--- config.mk ---
export PLATFORM = sky130hd
export DESIGN_NAME = bounded_integer_set_table_unit
export DESIGN_NICKNAME = d
export VERILOG_FILES = /design/src/rtl/bis_pkg.sv /design/src/rtl/bounded_integer_set_table_unit.sv
export SDC_FILE = /design/constraint.sdc
export NUM_CORES = 1
export LEC_CHECK = 0
export BUFFER_PORTS_ARGS = -buffer_cell sky130_fd_sc_hd__buf_2
export CAP_MARGIN = 20
export CORE_ASPECT_RATIO = 0.6
export CORE_MARGIN = 3
export CORE_UTILIZATION = 55
export DETAILED_ROUTE_END_ITERATION = 16
export GPL_TIMING_DRIVEN = 0
export PLACE_DENSITY = 0.79
export SETUP_SLACK_MARGIN = 0.5
export SYNTH_ARGS = -nofsm -noshare
export SYNTH_HDL_FRONTEND = slang
export SYNTH_SLANG_ARGS = --single-unit
--- constraint.sdc ---
create_clock -name aclk -period 5.8 [get_ports aclk]
set_input_delay 0.58 -clock aclk [delete_from_list [all_inputs] [get_ports aclk]]
set_output_delay 0.58 -clock aclk [all_outputs]
set_load 0.1 [all_outputs]
--- src/rtl/bis_pkg.sv ---
// ----------------------------------------------------------------------------
// Bounded integer set table package
// Shared constants and codes for the bounded integer set table block.
// ----------------------------------------------------------------------------
`default_nettype none

package bis_pkg;

    // Number of entries the store can hold.
    localparam int DEPTH = 16;

    // Width of a slot index into the store, at least one bit.
    localparam int IDX_W = (DEPTH > 1) ? $clog2(DEPTH) : 1;

    // Width of the occupancy count, which must also hold DEPTH itself.
    localparam int CNT_W = $clog2(DEPTH + 1);

    // Fixed field widths of the item and result beats.
    localparam int FUNC_W  = 2;
    localparam int VALUE_W = 32;
    localparam int SLOT_W  = 4;
    localparam int COUNT_W = 5;
    localparam int CAP_W   = 5;

    // Beat widths, padded up to whole bytes.
    localparam int S_DATA_W = 40;
    localparam int M_DATA_W = 16;

    // Configuration port.
    localparam int ADDR_W = 3;
    localparam int PDATA_W = 32;
    localparam logic [CAP_W-1:0] CAPACITY_RESET = 5'd16;

    typedef enum logic [0:0] {
        REG_CAPACITY = 1'b0
    } reg_index_t;

    // Operation codes. The unused code behaves as a lookup.
    typedef enum logic [FUNC_W-1:0] {
        FUNC_LOOKUP = 2'd0,
        FUNC_ADD    = 2'd1,
        FUNC_REMOVE = 2'd2
    } func_t;

endpackage

`default_nettype wire

--- src/rtl/bounded_integer_set_table_unit.sv ---
// ----------------------------------------------------------------------------
// Bounded integer set table
// Unordered set of signed 32-bit values kept in a packed store with a count.
// ----------------------------------------------------------------------------
// Each input beat on the s_ channel carries an operation (lookup, add or
// remove) and a value. The block scans the occupied slots one per cycle
// through a single comparator, then performs the update and posts one result
// beat on the m_ channel with found, slot, changed and the new count.
// An add appends the value when it is absent and the count is below the
// configured capacity (saturated at DEPTH). A remove copies the last entry
// into the freed slot.
// A lookup or add passes through the scan, update and done steps, and a
// successful remove adds a move step after the update. With a full store
// the scan is the longest step; the scan loop through the one comparator
// and the single store read port set the time each item takes.
// s_tready is high only while the block is waiting for an item; a finished
// result sits in the output register, so the next item may be taken while
// the receiver stalls. A further result waits in its final step until the
// output register has been emptied.
// Reset empties the set and restores capacity to 16. The stored values are
// not cleared. The capacity register sits at byte address 0 of the APB port.
// ----------------------------------------------------------------------------
`default_nettype none

module bounded_integer_set_table_unit (
    input  wire logic                          aclk,
    input  wire logic                          aresetn,
    // Item beat.
    input  wire logic                          s_tvalid,
    output      logic                          s_tready,
    // [1:0] func, [33:2] value, [39:34] zero
    input  wire logic [bis_pkg::S_DATA_W-1:0]  s_tdata,
    // Result beat.
    output      logic                          m_tvalid,
    input  wire logic                          m_tready,
    // [0] found, [4:1] slot, [5] changed, [10:6] count, [15:11] zero
    output      logic [bis_pkg::M_DATA_W-1:0]  m_tdata,
    // Configuration port.
    input  wire logic                          psel,
    input  wire logic                          penable,
    input  wire logic                          pwrite,
    input  wire logic [bis_pkg::ADDR_W-1:0]    paddr,
    input  wire logic [bis_pkg::PDATA_W-1:0]   pwdata,
    output      logic [bis_pkg::PDATA_W-1:0]   prdata,
    output      logic                          pready
);
    import bis_pkg::*;

    typedef enum logic [2:0] {
        ST_IDLE,
        ST_SCAN,
        ST_UPDATE,
        ST_MOVE,
        ST_DONE
    } state_t;

    state_t              state_reg;
    logic [FUNC_W-1:0]   func_reg;
    logic [VALUE_W-1:0]  value_reg;
    logic [CNT_W-1:0]    idx_reg;
    logic [CNT_W-1:0]    occ_reg;
    logic [IDX_W-1:0]    slot_reg;
    logic                found_reg;
    logic                changed_reg;
    logic [CAP_W-1:0]    capacity_reg;
    logic                m_tvalid_reg;
    logic [M_DATA_W-1:0] m_tdata_reg;

    // Entry store with one write port and one registered read port.
    logic [VALUE_W-1:0]  mem [DEPTH];
    logic [VALUE_W-1:0]  rd_data_reg;
    logic [IDX_W-1:0]    rd_addr;
    logic                mem_we;
    logic [IDX_W-1:0]    mem_waddr;
    logic [VALUE_W-1:0]  mem_wdata;

    logic                s_accept;
    logic                cfg_write;
    logic                in_range;
    logic                hit;
    logic                room;
    logic [CNT_W-1:0]    idx_inc;
    logic [CNT_W-1:0]    occ_dec;
    logic                out_free;
    logic [31:0]         slot_ext;
    logic [31:0]         count_ext;
    logic [31:0]         cap_ext;
    logic [31:0]         occ_ext;

    assign s_tready  = (state_reg == ST_IDLE);
    assign s_accept  = s_tvalid && s_tready;
    assign cfg_write = psel && penable && pwrite && pready;
    assign pready    = 1'b1;
    assign prdata    = (paddr[2] == REG_CAPACITY) ? PDATA_W'(capacity_reg) : '0;

    assign idx_inc  = idx_reg + CNT_W'(1);
    assign occ_dec  = occ_reg - CNT_W'(1);
    assign in_range = (idx_reg < occ_reg);
    assign hit      = (rd_data_reg == value_reg);
    assign cap_ext  = 32'(capacity_reg);
    assign occ_ext  = 32'(occ_reg);
    assign room     = (occ_ext < cap_ext) && (occ_ext < 32'(DEPTH));
    assign out_free = !m_tvalid_reg || m_tready;

    // Read address: first slot on accept, the next slot during the scan and
    // the last occupied slot while a remove prepares its move.
    always_comb begin
        case (state_reg)
            ST_IDLE:   rd_addr = '0;
            ST_SCAN:   rd_addr = idx_inc[IDX_W-1:0];
            ST_UPDATE: rd_addr = occ_dec[IDX_W-1:0];
            default:   rd_addr = '0;
        endcase
    end

    always_comb begin
        mem_we    = 1'b0;
        mem_waddr = occ_reg[IDX_W-1:0];
        mem_wdata = value_reg;
        if (state_reg == ST_UPDATE && func_reg == FUNC_ADD && !found_reg && room) begin
            mem_we = 1'b1;
        end else if (state_reg == ST_MOVE) begin
            mem_we    = 1'b1;
            mem_waddr = slot_reg;
            mem_wdata = rd_data_reg;
        end
    end

    always_ff @(posedge aclk) begin
        if (mem_we) begin
            mem[mem_waddr] <= mem_wdata;
        end
        rd_data_reg <= mem[rd_addr];
    end

    assign slot_ext  = 32'(slot_reg);
    assign count_ext = 32'(occ_reg);

    always_ff @(posedge aclk) begin
        if (!aresetn) begin
            state_reg    <= ST_IDLE;
            occ_reg      <= '0;
            capacity_reg <= CAPACITY_RESET;
            m_tvalid_reg <= 1'b0;
        end else begin
            if (cfg_write && paddr[2] == REG_CAPACITY) begin
                capacity_reg <= pwdata[CAP_W-1:0];
            end
            // A beat taken while the next result is posted is replaced below.
            if (m_tvalid_reg && m_tready && state_reg != ST_DONE) begin
                m_tvalid_reg <= 1'b0;
            end
            case (state_reg)
                ST_IDLE: begin
                    if (s_accept) begin
                        func_reg    <= s_tdata[FUNC_W-1:0];
                        value_reg   <= s_tdata[FUNC_W +: VALUE_W];
                        idx_reg     <= '0;
                        found_reg   <= 1'b0;
                        slot_reg    <= '0;
                        changed_reg <= 1'b0;
                        state_reg   <= ST_SCAN;
                    end
                end
                ST_SCAN: begin
                    if (!in_range) begin
                        state_reg <= ST_UPDATE;
                    end else if (hit) begin
                        found_reg <= 1'b1;
                        slot_reg  <= idx_reg[IDX_W-1:0];
                        state_reg <= ST_UPDATE;
                    end else begin
                        idx_reg <= idx_inc;
                    end
                end
                ST_UPDATE: begin
                    if (func_reg == FUNC_ADD && !found_reg && room) begin
                        occ_reg     <= occ_reg + CNT_W'(1);
                        changed_reg <= 1'b1;
                        state_reg   <= ST_DONE;
                    end else if (func_reg == FUNC_REMOVE && found_reg) begin
                        // The last entry is being read for the move.
                        occ_reg     <= occ_dec;
                        changed_reg <= 1'b1;
                        state_reg   <= ST_MOVE;
                    end else begin
                        state_reg <= ST_DONE;
                    end
                end
                ST_MOVE: begin
                    state_reg <= ST_DONE;
                end
                ST_DONE: begin
                    if (out_free) begin
                        m_tvalid_reg <= 1'b1;
                        m_tdata_reg  <= {5'b0, count_ext[COUNT_W-1:0], changed_reg,
                                         slot_ext[SLOT_W-1:0], found_reg};
                        state_reg    <= ST_IDLE;
                    end
                end
                default: begin
                    state_reg <= ST_IDLE;
                end
            endcase
        end
    end

    assign m_tvalid = m_tvalid_reg;
    assign m_tdata  = m_tdata_reg;

endmodule

`default_nettype wire

======== Word level (Yosys, flattened, before mapping) ========
Memory sizes are Yosys's and may differ from the RTL's. A register that Yosys moved wholly into a read port is not among the register bits.
Cells that the tools add are included.
operators by class
  $add $sub $neg .......................... 3
  multipliers ............................. 0
  div/mod/pow operators ................... 0
  magnitude comparators ................... 3
  eq/ne operators ......................... 15
  shifts and indexed selects .............. 0
  muxes and demuxes ....................... 37
  bitwise gates (word level) .............. 1
  reduce and logical (&&, ||, !) cells .... 27
operators with widths
  cell                                                count
  2-to-1 mux 32 bit                                   2
  == test 32 bit                                      1
  2-to-1 mux 5 bit                                    6
  2-to-1 mux 4 bit                                    5
  2-to-1 mux 3 bit                                    6
  case mux 4 bit (2 select lines)                     2
  case mux 3 bit (5 select lines)                     1
  logical AND 1 bit                                   13
  2-to-1 mux 1 bit                                    12
  adder 5 x 1 -> 5 bit (second input constant)        2
  less-than comparator 5 bit                          2
  case mux 5 bit (2 select lines)                     1
  AND reduction 5 bit                                 2
  AND reduction 3 bit                                 3
  != test 2 bit (second input constant)               4
  == test 3 x 2 -> 1 bit (second input constant)      2
  != test 3 bit (second input constant)               2
  nonzero test 2 bit                                  3
  less-than comparator 5 bit (second input constant)  1
  subtractor 5 x 1 -> 5 bit (second input constant)   1
  case mux 1 bit (2 select lines)                     2
  AND reduction 4 bit                                 1
  == test 3 x 1 -> 1 bit (second input constant)      1
  == test 3 bit (second input constant)               1
  9 further kinds                                     10
word-level totals
  register bits ........................... 70
  latch bits .............................. 0
  bits in writable memories ............... 512
  bits in read-only memories .............. 0
  output and inout port bits .............. 51
  logic and storage cells ................. 98
  memories ................................ 1
memories
  name  words  bits a word  rd ports  clocked after memory_dff  write ports  RTL line                              text
  mem   16     32           1         1                         1            bounded_integer_set_table_unit.sv:70  logic [VALUE_W-1:0] mem [DEPTH];

======== Longest topological paths before layout ========
  depth in word-level cells ............... 7
  gate-level depth with buffers ........... 10
  gate-level depth less buffers ........... 8

======== Worst setup path before layout ========
Ideal clock, no wire load.
  path kind ............................... reg-to-reg
  start ................................... register state_reg[2]
  end ..................................... register func_reg[0] (enable)
  setup time .............................. 0.394 ns
  data arrival time ....................... 3.668 ns
  required time ........................... 5.406 ns
  slack ................................... 1.738 ns
  cell stages (with the launch flop) ...... 4
  path buffers ............................ 1
  cells stage by stage .................... dfxtp_1 -> buf_2 -> nor3_1 -> and3_1
between the ends
  cells in the longest elaborated chain, start to end .. 3
RTL lines
  what                             RTL line                               text
  from (decl)                      bounded_integer_set_table_unit.sv:57   state_t state_reg;
  from (signal assigned)           bounded_integer_set_table_unit.sv:141  state_reg <= ST_IDLE;
  from (signal assigned)           bounded_integer_set_table_unit.sv:162  state_reg <= ST_SCAN;
  from (signal assigned)           bounded_integer_set_table_unit.sv:167  state_reg <= ST_UPDATE;
  zero test 3 bit *                bounded_integer_set_table_unit.sv:90   assign s_tready = (state_reg == ST_IDLE);
  net s_tready                     bounded_integer_set_table_unit.sv:30   output logic s_tready,
  logical AND 1 bit                bounded_integer_set_table_unit.sv:91   assign s_accept = s_tvalid && s_tready;
  AND reduction 3 bit (no line) *  --
  to (signal assigned)             bounded_integer_set_table_unit.sv:156  func_reg <= s_tdata[FUNC_W-1:0];
  to (decl)                        bounded_integer_set_table_unit.sv:58   logic [FUNC_W-1:0] func_reg;
The timed path passes the listed nets; every way through them passes the cells marked *.
A chain may end at the register's enable or synchronous reset.

======== Worst setup path in the final report ========
  start ................................... register occ_reg[1]
  end ..................................... memory mem[8][18] (enable)
between the ends
  cells in the longest elaborated chain, start to end .. 6
RTL lines
  what                                    RTL line                               text
  from (decl)                             bounded_integer_set_table_unit.sv:61   logic [CNT_W-1:0] occ_reg;
  from (signal assigned)                  bounded_integer_set_table_unit.sv:178  occ_reg <= occ_reg + CNT_W'(1);
  less-than comparator 5 bit              bounded_integer_set_table_unit.sv:102  assign room = (occ_ext < cap_ext) && (occ_ext < 32'(DEPTH));
  logical AND 1 bit                       bounded_integer_set_table_unit.sv:102
  logical AND 1 bit                       bounded_integer_set_table_unit.sv:120  if (state_reg == ST_UPDATE && func_reg == FUNC_ADD && !found_reg && room) begin
  2-to-1 mux 1 bit                        bounded_integer_set_table_unit.sv:120
  2-to-1 mux 1 bit                        bounded_integer_set_table_unit.sv:130  if (mem_we) begin
  2-to-1 mux 1 bit (implied by the code)  bounded_integer_set_table_unit.sv:131  mem[mem_waddr] <= mem_wdata;
  to (decl)                               bounded_integer_set_table_unit.sv:70
Several ways; a longest one is shown, not always the timed one.

==> impl.org <==
** Run status
- The flow ran to the end, and the final reports show no timing, DRC or antenna violations.

** Routing
- Wires add up to 53600 um.
- Length of the first detailed-routing pass in iterations :: 5
- In this run the remaining antenna-violating nets after routing total 0.
- In the detailed route, the total length drawn on met2 is around 24000 um.
- Detailed routing inserted a total of 12100 vias.
- Highest signal layer in the routed design :: met4
- Detailed Route Iter0 Violations :: approximately 1600
- Dividing the detail-routed wire length by the instance count gives about 27 um.
- Routed length on met1 :: between 20000 and 25000 um
- DR DRC count :: 0
- Avg Vias per Cell :: 6.15
- Wire length on met3 :: 6000 um

** Synth
- Top_reg_cell synth :: sky130_fd_sc_hd__edfxtp_1
- Most frequent cell after synthesis :: sky130_fd_sc_hd__edfxtp_1
- Post-synthesis instance total :: approximately 1200
- Ys Warns :: 0
- Counting distinct cell types in the post-synthesis netlist gives between 50 and 60.
- By count the netlist is led by 568 x sky130_fd_sc_hd__edfxtp_1, 128 x sky130_fd_sc_hd__mux4_2, 65 x sky130_fd_sc_hd__a22oi_1.
- The synthesized design spends more area on one cell type than any other, namely sky130_fd_sc_hd__edfxtp_1.
- Proportion of register bits with asynchronous set or reset after synthesis :: 0
- Number of synthesized flops with an enable pin :: 568
- The mapped netlist covers 23800 um^2.
- Sequential area share after synthesis :: 0.754
- Share of the synthesized area in the top cell type :: 0.716
- Number of register bits inferred by synthesis :: 614
- Yosys attributes the largest share of cell area to sky130_fd_sc_hd__edfxtp_1 72%, sky130_fd_sc_hd__mux4_2 12%, sky130_fd_sc_hd__dfxtp_1 3.9%, sky130_fd_sc_hd__a22oi_1 2.0%, sky130_fd_sc_hd__mux2_2 1.5%.
- Avg Inst Size Synth :: 20.1 um^2

** Clocking
- In this run the number of H-tree levels came out at 2.
- Clock tree synthesis inserted a total of 53 buffers.
- Clock tree synthesis selected as its root buffer the cell sky130_fd_sc_hd__clkbuf_16.
- Insertion delay to the later sink of the worst-skew pair :: ~0.58 ns
- Post-CTS sizing :: 0
- Post-CTS setup repair buffer count :: 0
- In this run the deepest clock path goes through 3 buffers.
- For this design, the sink count on the clock tree is 614.
- Hold repair after CTS inserted 0 buffers.
- TritonCTS clock tree :: built
- After clock tree synthesis, the clock-pin slew on the worst setup and hold paths is ~0.06 ns.

** Worst setup path
- In this design, the stage delay of the slowest critical-path cell is about 0.84 ns.
- The setup check on the worst reg-to-reg path leaves a slack of between 2 and 2.5 ns.
- STA puts the critical path data arrival time at roughly 3.6 ns.
- Critical path depth :: 9
- The worst register-to-register path begins at occ_reg[1]$_SDFFE_PN0P_.
- Number of buffer and inverter stages on the critical path :: 2
- The worst setup path is captured at a register.
- The worst register-to-register path ends at mem[8][18]$_DFFE_PP_.
- STA puts the critical path data required time at between 6 and 7 ns.
- For this design, the slowest cell found on the critical path is sky130_fd_sc_hd__nor2_4.
- Traced cell by cell, the critical path runs through ha_1 > nand2_1 > o21ai_0 > a31oi_1 > buf_2 > and3_1 > a32oi_1 > nor2_4 > buf_16.
- Worst Setup Path Type :: register to register
- The worst setup path is launched from a register.
- Largest fanout of any net on the critical path :: 18
- Crit. Startpoint :: occ_reg[1]$_SDFFE_PN0P_
- The number of cells on the worst reg-to-reg path is 9.
- CP endpoint :: mem[8][18]$_DFFE_PP_
- Broken down by cell family, the worst path's largest delay share belongs to simple AND/OR/NAND/NOR gates.

** Layout
- Area of all placed cells without fillers :: approximately 27000 um^2
- For this run, the share of the core covered by cells in the final layout is 0.642.
- Area Overhead vs Synth :: 14.0%
- The number of antenna diodes in the final layout is 0.
- Nets@finish :: between 1000 and 1500
- The finished layout holds between 1500 and 2000 standard cells, fillers aside.
- The register with the most flip-flops in the layout has just over 500 of them.
- Of the cells placed in the final design, the portion with a size suffix greater than 1 is 0.293.

** GRT
- The total overflow left after global routing is 0.
- The number of global-route vias before repair is 12100.
- The number of antenna violations at the first check in global routing is 0.
- Overall fraction of global-route tracks in use :: 0.238
- Entering global routing, the biggest net connects 23 pins.
- The first global-routing pass estimated ~80000 um of wire.

** Die
- Number of top-level pins :: 133
- Floorplan row count :: 58
- Chip height :: between 150 and 200 um
- The initial utilization of the core area, before any placement, comes to 0.563.
- Horizontal extent of the die :: ~270 um
- Total Die Area :: ~46000 um^2
- Core ar. :: about 42000 um^2

** STA
- Of the available clock period, the critical path in the final layout requires 0.579.
- Setup violations remaining at the end of the flow were counted as 0.
- Headroom to the max-slew limit came out at 0.301.
- Maximum clock skew at final layout :: roughly 0.014 ns
- The count of final max-slew check failures was 0.
- Slew at the pin with the worst max-slew slack :: roughly 1.0 ns
- Maximum operating frequency :: just under 300 MHz
- Time the final worst path needs with I/O delays and setup :: approximately 3.4 ns
- Setup repair after global routing left no endpoint under its margin.
- Setup tns final :: 0 ns
- Setup slack closes at around 2.4 ns.
- The count of final hold-check violations was 0.

** Placement
- Input and output buffers added on the ports amount to 64.
- Cells after DPL :: between 1500 and 2000
- At the end of routability-driven placement, the weighted congestion stood at about 0.8.
- In this run the cell area measured after placement is 25500 um^2.
- Final HPWL from detailed placement :: ~34000 um
- OpenSTA, run right after detailed placement, puts the worst setup slack at 2.46 ns.

** Flow run
- The tool flagged a number of max-cap violations equal to 0.

** Pwr
- Power Density :: between 300 and 400 nW/um^2
- Summed over all cells, the static leakage comes to 8.95 nW.
- Worst VDD drop :: approximately 0.31 mV

** Worst hold path
- Path class of the lowest-slack min-delay path :: primary input to register
cell type report:
type                            count  area, um^2
Fill cell                        2780       15100
Tap cell                          570         713
Multi-Input combinational cell    499        5480
Clock inverter                     24         188
Sequential cell                   614       18000
Buffer                             86         552
Inverter                           15        56.3
Clock buffer                       75        1490
Timing Repair Buffer               81         706
metal layers:
| layer | global-route usage | vias up |
|---|---|---|
| met5 | 0 | - |
| met4 | 0.0627 | 0 |
| met3 | 0.0599 | 93 |
| met2 | 0.345 | 693 |
| met1 | 0.368 | 6203 |
| li1 | - | 5084 |
report_power, final:
group	total (mW)	internal, mW	switching, mW
clock network	3.45	1.92	1.52
logic	1.59	0.595	0.995
registers	5.15	5.04	0.104
cells in the final DEF, fill, tap and decap left out, types with 4 or more instances in the layout:
master and instances:
sky130_fd_sc_hd__nand2_1 46, sky130_fd_sc_hd__clkbuf_1 25, sky130_fd_sc_hd__a21oi_1 5, sky130_fd_sc_hd__buf_4 42, sky130_fd_sc_hd__dfxtp_1 46, sky130_fd_sc_hd__nor4_1 8
sky130_fd_sc_hd__conb_1 33, sky130_fd_sc_hd__buf_12 11, sky130_fd_sc_hd__clkinv_2 11, sky130_fd_sc_hd__and2_1 4, sky130_fd_sc_hd__mux2i_1 7, sky130_fd_sc_hd__clkinv_1 9
sky130_fd_sc_hd__edfxtp_1 568, sky130_fd_sc_hd__nor3_1 10, sky130_fd_sc_hd__clkbuf_16 55, sky130_fd_sc_hd__o21ai_0 7, sky130_fd_sc_hd__a31oi_1 9, sky130_fd_sc_hd__nor2b_1 8
sky130_fd_sc_hd__xor2_1 34, sky130_fd_sc_hd__clkbuf_8 4, sky130_fd_sc_hd__nor2_1 24, sky130_fd_sc_hd__inv_1 15, sky130_fd_sc_hd__mux2_2 32, sky130_fd_sc_hd__buf_16 6
sky130_fd_sc_hd__nor2_4 16, sky130_fd_sc_hd__buf_2 91, sky130_fd_sc_hd__buf_6 5, sky130_fd_sc_hd__mux4_2 128, sky130_fd_sc_hd__ha_1 11, sky130_fd_sc_hd__xnor2_1 6
sky130_fd_sc_hd__nand2b_1 4, sky130_fd_sc_hd__a22oi_1 65
metrics by stage:
step	total power, mW	hold slack, ns
5_1_grt	10.5	0.144
2_1_floorplan	6.31	0.400
4_1_cts	10.2	0.145
6_report	10.2	0.170
3_5_place_dp	6.81	0.406
3_3_place_gp	6.76	0.405
how the worst min path moves through the flow:
| stage | end | slack [ns] | startpoint | cells past startpoint |
|---|---|---|---|---|
| floorplan | m_tdata[5]$_DFFE_PP_ | 0.40 | changed_reg$_DFFE_PP_ | 0 |
| global placement | m_tdata[5]$_DFFE_PP_ | 0.41 | changed_reg$_DFFE_PP_ | 0 |
| detailed placement | m_tdata[5]$_DFFE_PP_ | 0.41 | changed_reg$_DFFE_PP_ | 0 |
| CTS | value_reg[11]$_DFFE_PP_ | 0.15 | s_tdata[13] | 1 |
| global route | value_reg[6]$_DFFE_PP_ | 0.14 | s_tdata[8] | 1 |
| finish | value_reg[9]$_DFFE_PP_ | 0.17 | s_tdata[11] | 1 |
logic make-up (layout without fill, tap and decap cells):
kind of cell / count (synthesis) / count (layout) / share of synthesized area
AO/OA/AOI/OAI: 106 / 106 / 0.0320
XOR/XNOR: 40 / 40 / 0.0147
adder cells (fa/ha/maj): 11 / 11 / 0.00578
buffers and inverters: 101 / 281 / 0.0255
flip-flops: 614 / 614 / 0.754
multiplexers: 167 / 167 / 0.139
other: 2 / 33 / 0.000315
AND/OR/NAND/NOR: 142 / 142 / 0.0282
No activity file was read; power rests on OpenSTA's default activity.
